==> src/hw/rtl/atb_pkg.sv <==
// ----------------------------------------------------------------------------
// atb_pkg
// Widths, operation and status codes, sequencer states and the result word
// type of the value table engine.
// ----------------------------------------------------------------------------
package atb_pkg;

  localparam int unsigned OP_W         = 3;
  localparam int unsigned POS_W        = 6;
  localparam int unsigned VAL_W        = 32;
  localparam int unsigned STAT_W       = 2;
  localparam int unsigned IDX_W        = 6;
  localparam int unsigned LEN_W        = 7;
  localparam int unsigned CAPACITY_DEF = 64;

  localparam logic [OP_W-1:0] OP_SORT   = 3'd0;
  localparam logic [OP_W-1:0] OP_SEARCH = 3'd1;
  localparam logic [OP_W-1:0] OP_INSERT = 3'd2;
  localparam logic [OP_W-1:0] OP_DELETE = 3'd3;
  localparam logic [OP_W-1:0] OP_DUMP   = 3'd4;

  localparam logic [STAT_W-1:0] STAT_OK        = 2'd0;
  localparam logic [STAT_W-1:0] STAT_NOT_FOUND = 2'd1;
  localparam logic [STAT_W-1:0] STAT_REJECTED  = 2'd2;
  localparam logic [STAT_W-1:0] STAT_EMPTY     = 2'd3;

  typedef enum logic [3:0] {
    S_IDLE,
    S_SEARCH,
    S_DEL_SHIFT,
    S_INS_SHIFT,
    S_INS_PUT,
    S_SORT,
    S_SORT_END,
    S_DUMP,
    S_RESP
  } state_t;

  typedef struct packed {
    logic [STAT_W-1:0]       status;
    logic [IDX_W-1:0]        index;
    logic signed [VAL_W-1:0] entry_value;
    logic [LEN_W-1:0]        length;
    logic                    last;
  } rsp_t;

endpackage

==> src/hw/rtl/atb_ctrl.sv <==
// ----------------------------------------------------------------------------
// atb_ctrl
// Sequencer of the table engine. Streams reads through the table memory one
// entry a cycle and writes shifted or swapped entries back in the cycle after the read.
// ----------------------------------------------------------------------------
module atb_ctrl #(
  parameter int unsigned CAPACITY = atb_pkg::CAPACITY_DEF,
  localparam int unsigned AW      = $clog2(CAPACITY)
) (
  input  logic                            clk,
  input  logic                            rst,
  input  logic                            start,
  input  logic [atb_pkg::OP_W-1:0]        operation,
  input  logic [atb_pkg::POS_W-1:0]       position,
  input  logic signed [atb_pkg::VAL_W-1:0] value,
  output logic                            busy,
  output logic                            rd_en,
  output logic [AW-1:0]                   rd_addr,
  input  logic signed [atb_pkg::VAL_W-1:0] rd_data,
  output logic                            wr_en,
  output logic [AW-1:0]                   wr_addr,
  output logic signed [atb_pkg::VAL_W-1:0] wr_data,
  output logic                            rsp_vld,
  output atb_pkg::rsp_t                   rsp
);

  localparam logic [atb_pkg::LEN_W-1:0] LEN_ONE = 1;
  localparam logic [atb_pkg::LEN_W-1:0] LEN_TWO = 2;
  localparam logic [atb_pkg::LEN_W-1:0] LEN_CAP = atb_pkg::LEN_W'(CAPACITY);

  atb_pkg::state_t state, state_next;

  logic [atb_pkg::LEN_W-1:0]        count, count_next;
  logic                             pend;
  logic [atb_pkg::LEN_W-1:0]        pidx;
  logic [atb_pkg::LEN_W-1:0]        ptr;
  logic [atb_pkg::LEN_W-1:0]        pass_end;
  logic [atb_pkg::LEN_W-1:0]        pos_r;
  logic signed [atb_pkg::VAL_W-1:0] val_r;
  logic signed [atb_pkg::VAL_W-1:0] carry;
  logic                             op_del;
  logic [atb_pkg::STAT_W-1:0]       status_r;
  logic [atb_pkg::IDX_W-1:0]        index_r;

  logic                             accept;
  logic                             hit;
  logic                             at_last;
  logic                             carry_gt;
  logic [atb_pkg::LEN_W-1:0]        last_idx;
  logic [atb_pkg::LEN_W-1:0]        ptr_dec;
  logic [atb_pkg::LEN_W-1:0]        pidx_inc;
  logic [atb_pkg::LEN_W-1:0]        pidx_dec;
  logic [atb_pkg::LEN_W-1:0]        pos_ext;

  assign accept   = (state == atb_pkg::S_IDLE) && start;
  assign last_idx = count - LEN_ONE;
  assign hit      = pend && (rd_data == val_r);
  assign at_last  = pend && (pidx == last_idx);
  assign carry_gt = carry > rd_data;
  assign ptr_dec  = ptr - LEN_ONE;
  assign pidx_inc = pidx + LEN_ONE;
  assign pidx_dec = pidx - LEN_ONE;
  assign pos_ext  = {1'b0, position};

  // next state and used count
  always_comb begin
    state_next = state;
    count_next = count;
    case (state)
      atb_pkg::S_IDLE: begin
        if (start) begin
          case (operation)
            atb_pkg::OP_SORT:
              state_next = (count < LEN_TWO) ? atb_pkg::S_RESP : atb_pkg::S_SORT;
            atb_pkg::OP_SEARCH, atb_pkg::OP_DELETE:
              state_next = (count == '0) ? atb_pkg::S_RESP : atb_pkg::S_SEARCH;
            atb_pkg::OP_INSERT: begin
              if (count >= LEN_CAP || pos_ext > count) begin
                state_next = atb_pkg::S_RESP;
              end else if (pos_ext == count) begin
                state_next = atb_pkg::S_INS_PUT;
              end else begin
                state_next = atb_pkg::S_INS_SHIFT;
              end
            end
            atb_pkg::OP_DUMP:
              state_next = (count == '0) ? atb_pkg::S_RESP : atb_pkg::S_DUMP;
            default:
              state_next = atb_pkg::S_RESP;
          endcase
        end
      end
      atb_pkg::S_SEARCH: begin
        if (hit) begin
          if (op_del && !at_last) begin
            state_next = atb_pkg::S_DEL_SHIFT;
          end else begin
            state_next = atb_pkg::S_RESP;
            if (op_del) count_next = last_idx;
          end
        end else if (at_last) begin
          state_next = atb_pkg::S_RESP;
        end
      end
      atb_pkg::S_DEL_SHIFT: begin
        if (at_last) begin
          state_next = atb_pkg::S_RESP;
          count_next = last_idx;
        end
      end
      atb_pkg::S_INS_SHIFT: begin
        if (pend && pidx == pos_r) state_next = atb_pkg::S_INS_PUT;
      end
      atb_pkg::S_INS_PUT: begin
        state_next = atb_pkg::S_RESP;
        count_next = count + LEN_ONE;
      end
      atb_pkg::S_SORT: begin
        if (pend && pidx == pass_end) state_next = atb_pkg::S_SORT_END;
      end
      atb_pkg::S_SORT_END: begin
        state_next = (pass_end == LEN_ONE) ? atb_pkg::S_RESP : atb_pkg::S_SORT;
      end
      atb_pkg::S_DUMP: begin
        if (at_last) state_next = atb_pkg::S_IDLE;
      end
      atb_pkg::S_RESP: begin
        state_next = atb_pkg::S_IDLE;
      end
      default: begin
        state_next = atb_pkg::S_IDLE;
      end
    endcase
  end

  // memory requests and result word
  always_comb begin
    busy    = (state != atb_pkg::S_IDLE);
    rd_en   = 1'b0;
    rd_addr = ptr[AW-1:0];
    wr_en   = 1'b0;
    wr_addr = pidx_dec[AW-1:0];
    wr_data = rd_data;
    rsp_vld = 1'b0;
    rsp     = '{status: status_r, index: index_r, entry_value: '0,
                length: count, last: 1'b1};
    case (state)
      atb_pkg::S_SEARCH: begin
        rd_en = (ptr < count);
      end
      atb_pkg::S_DEL_SHIFT: begin
        rd_en = (ptr < count);
        wr_en = pend;
      end
      atb_pkg::S_INS_SHIFT: begin
        rd_en   = (ptr > pos_r);
        rd_addr = ptr_dec[AW-1:0];
        wr_en   = pend;
        wr_addr = pidx_inc[AW-1:0];
      end
      atb_pkg::S_INS_PUT: begin
        wr_en   = 1'b1;
        wr_addr = pos_r[AW-1:0];
        wr_data = val_r;
      end
      atb_pkg::S_SORT: begin
        // running maximum rides in carry; the smaller of each pair goes back
        rd_en   = (ptr <= pass_end);
        wr_en   = pend && (pidx != '0);
        wr_data = carry_gt ? rd_data : carry;
      end
      atb_pkg::S_SORT_END: begin
        wr_en   = 1'b1;
        wr_addr = pass_end[AW-1:0];
        wr_data = carry;
      end
      atb_pkg::S_DUMP: begin
        rd_en   = (ptr < count);
        rsp_vld = pend;
        rsp     = '{status: atb_pkg::STAT_OK, index: pidx[atb_pkg::IDX_W-1:0],
                    entry_value: rd_data, length: count, last: at_last};
      end
      atb_pkg::S_RESP: begin
        rsp_vld = 1'b1;
      end
      default: begin
        rd_en = 1'b0;
      end
    endcase
  end

  always_ff @(posedge clk) begin
    if (rst) begin
      state <= atb_pkg::S_IDLE;
      count <= '0;
      pend  <= 1'b0;
    end else begin
      state <= state_next;
      count <= count_next;
      pend  <= rd_en;
    end
  end

  always_ff @(posedge clk) begin
    if (accept) begin
      val_r    <= value;
      pos_r    <= pos_ext;
      op_del   <= (operation == atb_pkg::OP_DELETE);
      ptr      <= (operation == atb_pkg::OP_INSERT) ? count : '0;
      pass_end <= last_idx;
      index_r  <= '0;
      case (operation)
        atb_pkg::OP_SORT:                         status_r <= atb_pkg::STAT_OK;
        atb_pkg::OP_SEARCH, atb_pkg::OP_DELETE:   status_r <= atb_pkg::STAT_NOT_FOUND;
        atb_pkg::OP_DUMP:                         status_r <= atb_pkg::STAT_EMPTY;
        default:                                  status_r <= atb_pkg::STAT_REJECTED;
      endcase
    end

    if (rd_en) begin
      // insert walks downwards, everything else upwards
      if (state == atb_pkg::S_INS_SHIFT) begin
        ptr  <= ptr_dec;
        pidx <= ptr_dec;
      end else begin
        ptr  <= ptr + LEN_ONE;
        pidx <= ptr;
      end
    end

    case (state)
      atb_pkg::S_SEARCH: begin
        if (hit) begin
          status_r <= atb_pkg::STAT_OK;
          index_r  <= op_del ? '0 : pidx[atb_pkg::IDX_W-1:0];
        end
      end
      atb_pkg::S_INS_PUT: begin
        status_r <= atb_pkg::STAT_OK;
      end
      atb_pkg::S_SORT: begin
        if (pend && (pidx == '0 || !carry_gt)) carry <= rd_data;
      end
      atb_pkg::S_SORT_END: begin
        pass_end <= pass_end - LEN_ONE;
        ptr      <= '0;
      end
      default: begin
        carry <= carry;
      end
    endcase
  end

endmodule

==> src/hw/rtl/array_table_engine_top.sv <==
// ----------------------------------------------------------------------------
// array_table_engine_top
// Value table with a current length: sort, search, insert, delete, read-out.
// Holds the table memory and the result register around the sequencer.
// ----------------------------------------------------------------------------
//  channel   handshake                     payload
//  command   start, busy (start & !busy)   operation, position, value
//  result    strobe, one cycle per word    status, index, entry_value, length, last
//
//  One memory, one read and one write port; walks move one entry a cycle.
//  Search and delete read upwards to a match or the last entry, delete then
//  shifting the rest down; insert moves entries p..n-1 up, walking from the end;
//  sort runs bubble passes, each one shorter; read-out gives one word a cycle.
//  Reset (rst, synchronous) empties the table; old contents are never read.
//  Results cannot be stalled; busy is low by the cycle the last word shows.
// ----------------------------------------------------------------------------
module array_table_engine_top #(
  parameter int unsigned CAPACITY = atb_pkg::CAPACITY_DEF
) (
  input  logic                             clk,
  input  logic                             rst,
  input  logic                             start,
  output logic                             busy,
  input  logic [atb_pkg::OP_W-1:0]         operation,
  input  logic [atb_pkg::POS_W-1:0]        position,
  input  logic signed [atb_pkg::VAL_W-1:0] value,
  output logic                             strobe,
  output logic [atb_pkg::STAT_W-1:0]       status,
  output logic [atb_pkg::IDX_W-1:0]        index,
  output logic signed [atb_pkg::VAL_W-1:0] entry_value,
  output logic [atb_pkg::LEN_W-1:0]        length,
  output logic                             last
);

  localparam int unsigned AW = $clog2(CAPACITY);

  logic signed [atb_pkg::VAL_W-1:0] mem [CAPACITY];

  logic                             rd_en;
  logic [AW-1:0]                    rd_addr;
  logic signed [atb_pkg::VAL_W-1:0] rd_data;
  logic                             wr_en;
  logic [AW-1:0]                    wr_addr;
  logic signed [atb_pkg::VAL_W-1:0] wr_data;
  logic                             rsp_vld;
  atb_pkg::rsp_t                    rsp;

  atb_ctrl #(
    .CAPACITY (CAPACITY)
  ) u_ctrl (
    .clk       (clk),
    .rst       (rst),
    .start     (start),
    .operation (operation),
    .position  (position),
    .value     (value),
    .busy      (busy),
    .rd_en     (rd_en),
    .rd_addr   (rd_addr),
    .rd_data   (rd_data),
    .wr_en     (wr_en),
    .wr_addr   (wr_addr),
    .wr_data   (wr_data),
    .rsp_vld   (rsp_vld),
    .rsp       (rsp)
  );

  // sequencer never reads and writes the same entry in one cycle
  always_ff @(posedge clk) begin
    if (wr_en) mem[wr_addr] <= wr_data;
    if (rd_en) rd_data <= mem[rd_addr];
  end

  always_ff @(posedge clk) begin
    if (rst) begin
      strobe <= 1'b0;
    end else begin
      strobe <= rsp_vld;
    end
  end

  always_ff @(posedge clk) begin
    if (rsp_vld) begin
      status      <= rsp.status;
      index       <= rsp.index;
      entry_value <= rsp.entry_value;
      length      <= rsp.length;
      last        <= rsp.last;
    end
  end

endmodule

==> config.mk <==
export PLATFORM = sky130hd
export DESIGN_NAME = array_table_engine_top
export DESIGN_NICKNAME = d
export VERILOG_FILES = /design/src/hw/rtl/atb_pkg.sv /design/src/hw/rtl/atb_ctrl.sv /design/src/hw/rtl/array_table_engine_top.sv
export SDC_FILE = /design/constraint.sdc
export NUM_CORES = 2
export LEC_CHECK = 0
export ABC_AREA = 1
export BUFFER_PORTS_ARGS = -buffer_cell sky130_fd_sc_hd__buf_4
export CAP_MARGIN = 25
export CORE_UTILIZATION = 51
export DETAILED_ROUTE_END_ITERATION = 16
export PLACE_DENSITY = 0.7
export SLEW_MARGIN = 20
export SYNTH_ARGS = -nofsm -noshare
export SYNTH_HDL_FRONTEND = slang
export SYNTH_SLANG_ARGS = --single-unit
==> constraint.sdc <==
create_clock -name clk -period 3.95 [get_ports clk]
set_input_delay 0.1975 -clock clk [delete_from_list [all_inputs] [get_ports clk]]
set_output_delay 0.1975 -clock clk [all_outputs]
set_load 0.005 [all_outputs]
Yosys cells after proc, flatten, opt, wreduce, memory -nomap -nowiden
Memories as Yosys holds them, arrays and structs flattened. A register that Yosys moved wholly into a read port is not among the register bits.
Cells that the tools add are included.

storage, ports and cells
  bits in registers = 161
  RAM bits = 2,048
  input port bits = 44
  output and inout bits = 50
  logic and storage cells = 132
  memories kept = 1

memories
  memory  depth  width  read ports  clocked after Yosys merged registers in  wr ports  line                          text
  mem     64     32     1           1                                        1         array_table_engine_top.sv:37  logic signed [atb_pkg::VAL_W-1:0] mem [CAPACITY];

cells by class
  add/subtract/negate cells = 7
  $lt $le $gt $ge = 7
  equality and inequality tests = 26
  muxes and demuxes = 45
  reduce and logical (&&, ||, !) cells = 28

operators with widths
  kind                                                                     count
  32-bit case mux with 3 select lines                                      1
  7-bit 2-to-1 mux                                                         11
  4-bit 2-to-1 mux                                                         12
  46-bit 2-to-1 mux                                                        1
  32-bit equality test                                                     1
  32-bit greater-than comparator                                           1
  32-bit 2-to-1 mux                                                        1
  4-bit case mux with 8 select lines                                       1
  6-bit 2-to-1 mux                                                         5
  7-bit case mux with 3 select lines                                       1
  7-bit by 1-bit subtractor with 7-bit output, second input constant       3
  6-bit case mux with 3 select lines                                       1
  4-bit by 3-bit equality test with 1-bit output, second input constant    4
  4-bit case mux with 4 select lines                                       1
  7-bit by 1-bit adder with 7-bit output, second input constant            2
  7-bit equality test                                                      2
  7-bit zero test                                                          2
  2-bit by 1-bit inequality test with 1-bit output, second input constant  6
  4-bit by 2-bit equality test with 1-bit output, second input constant    2
  1-bit logical AND                                                        8
  6-bit by 7-bit equality test with 1-bit output                           1
  7-bit by 1-bit equality test with 1-bit output, second input constant    1
  7-bit by 6-bit equality test with 1-bit output                           1
  7-bit >= comparator, second input constant                               1
  33 further kinds                                                         43

Logic depth before layout (Yosys ltp)
  depth in word-level cells = 8
  gate-level depth with buffers = 19
  gate-level depth less buffers = 18

Modules after synthesis
Synthesis repeated with hierarchy kept, for this count alone.

second synthesis, totals
  cells, all modules = 8,075
  area, all modules = 93,722.4 um^2

by module, submodules not included
  module                  instances  cells each  area each (um^2)  seq. area each (um^2)
  array_table_engine_top  1          6,825       84,592.4          63,921.3
  atb_ctrl                1          1,250       9,130.0           3,093.0

Least setup slack after synthesis
No wires, ideal clock.

  path type = reg-to-reg
  start = register rd_data[31] (netlist bit), read port of mem
  end = memory mem[0][0] (netlist bit) (data pin)
  library setup time = 0.549 ns
  arrival = 3.679 ns
  required time = 3.401 ns
  slack = -0.277 ns
  stages on the path, launching flop included = 14
  path buffers = 1
  clock period less this slack = 4.227 ns
  cells stage by stage = edfxtp_1 inv_1 ha_1 a21oi_1 o21a_1 nand2_1 a21oi_1 nand2_1 nand2_1 nand3_1 clkbuf_1 nand2_1 nand3_1 a21oi_1

on the way
  longest elaborated chain between the ends = 3

RTL lines
  element                              line                          text
  start, declared                      array_table_engine_top.sv:41  logic signed [atb_pkg::VAL_W-1:0] rd_data;
  32-bit greater-than comparator       atb_ctrl.sv:59                assign carry_gt = carry > rd_data;
  32-bit 2-to-1 mux                    atb_ctrl.sv:170               wr_data = carry_gt ? rd_data : carry;
  32-bit case mux with 3 select lines  atb_ctrl.sv:147               case (state)
  named net u_ctrl.wr_data (one bit)   atb_ctrl.sv:22                output logic signed [atb_pkg::VAL_W-1:0] wr_data,
  end, declared                        array_table_engine_top.sv:37

The timed path passes the listed nets, and every way through them passes these cells.

Final worst setup path
  start = register u_ctrl.state[0]
  end = register rd_data[24] (netlist bit), read port of mem (data pin)

on the way
  elaborated cells on any way between the ends = 8
  those cells by class = 5 x eq/ne; 2 x mux; 1 x reduce/logical

RTL lines
  element                                         line                          text
  start, declared                                 atb_ctrl.sv:31                atb_pkg::state_t state, state_next;
  start signal, assigned                          atb_ctrl.sv:194               state <= atb_pkg::S_IDLE;
  start signal, assigned                          atb_ctrl.sv:198               state <= state_next;
  4-bit by 2-bit equality test with 1-bit output  atb_ctrl.sv:147
  6-bit 2-to-1 mux                                atb_ctrl.sv:147
  named net rd_addr[0]                            array_table_engine_top.sv:40  logic [AW-1:0] rd_addr;

The timed path passes the listed nets, and every way through them passes these cells.
A chain may end at the register's enable or synchronous reset.

==> run metrics <==
Crit path depth 13; uppermost layer routed met5; Syn Inst Count 8,141; r2r endpoint rd_data[24]; CP peak stage delay 0.68 ns; total power 75,700 uW; R2R Path Start u_ctrl.state[0]; clk buf depth 3; Synth-to-Final Area Change 16.9%; core area 182,000 sq um; DR vias 66.6k; Sw Ratio 0.367; Met1 Wirelength 104,000 um; Die Area 185,000 sq um; Seq pwr share 0.394; routability cong. 0.946; met2 wire length 124,000 um; die height 430 um; DR DRC count 0; Initial Utilization 0.515; worst path arrival time 4.51 ns; FMAX 255 MHz; layout cells sized above 1 0.112; Layout Skew 0.0605 ns; Main synth FF type edfxtp_1; number of DRC markers in iteration 0 9,568; Tightest Pin Transition 0.849 ns; Clock power frac 0.280; hold crit path type primary input to flop; Mean Syn Cell Area 11.5 sq um; Synth top area share 0.710; Hold Vio Cnt, Final 0; worst-case reg-to-reg path depth 13; first-pass GRT wire length 403,000 um; library cells used by synthesis 48; vias in the first global route 62.5k; Mapped Area 93,600 sq um; VDD IR-drop max 0.550 mV; Clock Latency Late Sink 0.89 ns; hold_ws 0.0384 ns; crit start category flop; CTS tree done; Final setup viols 0; most frequent cell after synthesis nand2_1; P per Cell Area 692 nW/um^2; WP buf/inv 4; Syn Nets 8,256; number of routed nets with antenna violations 0; slew margin rel. 0.432; critical path class flop to flop; critical path's slowest cell a31oi_1; Tcrit/Tclk final 0.994; outcome finished, final reports clean; Post-synth top cells nand2_1 (3,011), edfxtp_1 (2,213), nand3_1 (693), clkbuf_1 (380), a31oi_1 (336); total grt overflow 0; crit path capture type flop; largest cells by area after synthesis edfxtp_1 (71%), nand2_1 (12%), nand3_1 (3.7%); Worst Setup SP u_ctrl.state[0]; vias per cell 6.06; RSZ-0062 raised after global routing false; wire length on met3 33,600 um; Cell Int Power 47,900 uW; port bufs 93; post-synthesis sequential area ratio 0.716; r2r setup slk 0.02 ns; DR pass1 iterations 6; register bit count reported by yosys 2,241; post-DP HPWL 164,000 um; area leader, netlist edfxtp_1; Routed WL 274,000 um; largest net degree at the start of global routing 108; clock slew seen by the registers of the worst setup and hold paths 0.06 ns; Leak 0.0396 uW; total CTS buffers 218; CP required 4.53 ns; Logic pwr share 0.326; initial antenna violation count 6; DIE WIDTH 430 um; Top delay family on crit path buffers and inverters; Max Slew Vio Count 0; Num Clock Sinks 2,241; Root Driver clkbuf_16; ys async rst share 0; post-route minimum period 3.93 ns; Yosys Warn Count 0; nets 8,534; total I/O pin count 94; crit path cell chain nand2_2 > inv_2 > nand2_2 > buf_4 > ha_4 > buf_12 > buf_12 > nand2_1 > a31oi_1 > o21ai_1 > nand3_1 > nand3_1 > a31oi_1; CP endpoint rd_data[24]; NetSw 27,800 uW; wire per inst 24.9 um; Rows 156; Post-synth EDFFs 2,213; Crit Path Max Fanout 107; maximum level of the CTS H-tree 4; max-cap violations 0; All-Layer GR Usage 0.293
## area by class of cell
type	count	area, sq um
Fill cell	13700	72200
Timing Repair Buffer	566	6730
Sequential cell	2241	67000
Multi-Input combinational cell	5217	24700
Antenna cell	9	22.5
Clock buffer	265	5670
Tap cell	2370	2970
Inverter	175	674
Clock inverter	139	1620
## what timing repair did
action,4_1_cts,5_1_grt
hold buffers,64,0
pin swaps,0,7
resized for setup,1,12
setup buffers,0,13
hold endpoints to repair,61,0
setup endpoints to repair,171,939
## stage by stage
step,setup WS (ns),instance area (sq um),util,std cells,setup TNS (ns)
global placement,-0.107,101000,0.556,10500,-20.15
finish,0.0227,109000,0.602,11000,0
global route,0.00679,109000,0.602,11000,0
detailed placement,0.00299,101000,0.557,10500,0
floorplan,-0.277,93600,-,8141,-543.57
CTS,0.00811,109000,0.601,11000,0
## logic make-up (layout without fill, tap and decap cells)
| family | count (synthesis) | in the layout | synth area share |
|---|---|---|---|
| xor gates and xnor gates | 33 | 33 | 0.00309 |
| DFF | 2241 | 2241 | 0.716 |
| and+or+nand+nor | 4184 | 4184 | 0.184 |
| AOI/OAI and AO/OA | 927 | 927 | 0.0563 |
| muxes | 2 | 2 | 0.000214 |
| adders and majority gates | 71 | 71 | 0.00958 |
| buffers and inverters | 683 | 1145 | 0.0306 |
| other | 0 | 9 | 0 |
## sequential cells by signal, summed over array words and instances (netlist names)
signal	cells
entry_value	32
index	6
last	1
length	7
mem	2048
rd_data	32
status	2
strobe	1
u_ctrl.carry	32
u_ctrl.count	7
u_ctrl.index_r	6
u_ctrl.op_del	1
u_ctrl.pass_end	7
u_ctrl.pend	1
u_ctrl.pidx	7
u_ctrl.pos_r	6
u_ctrl.ptr	7
u_ctrl.state	4
u_ctrl.status_r	2
u_ctrl.val_r	32
## power groups by stage
stage / combinational (uW) / sequential, uW / clock [uW]
final: 24700 / 29800 / 21200
after global routing: 26400 / 29900 / 22300
after CTS: 23900 / 29800 / 21400
after detailed placement: 23700 / 30300 / 0
after global placement: 23100 / 30300 / 0
after floorplan: 13300 / 30300 / 0
## routing by layer
metal / vias to the layer above / track usage
met5: - / 0
met4: 4 / 0.125
met3: 612 / 0.0611
met2: 4383 / 0.448
met1: 32100 / 0.407
li1: 29400 / -
## worst min path at each step
stage               from          endpoint  cells after the start
5_1_grt         value[5]   u_ctrl.val_r[5]                      2
4_1_cts         value[7]   u_ctrl.val_r[7]                      2
3_3_place_gp   value[17]  u_ctrl.val_r[17]                      1
6_report        value[5]   u_ctrl.val_r[5]                      2
2_1_floorplan        rst            strobe                      1
3_5_place_dp   value[12]  u_ctrl.val_r[12]                      1
## cell usage in the layout (no fill, tap or decap), drive strengths merged, types with 32 or more instances in the layout
cell and n:
nand2 3018, edfxtp 2213, nand3 694, buf 502, o21ai 437, a31oi 336, clkbuf 265, nor2 234
nand4 199, inv 181, clkinv 96, a21oi 92, ha 70, dlygate4sd3 64, a221oi 32
No activity file was read; power rests on OpenSTA's default activity.
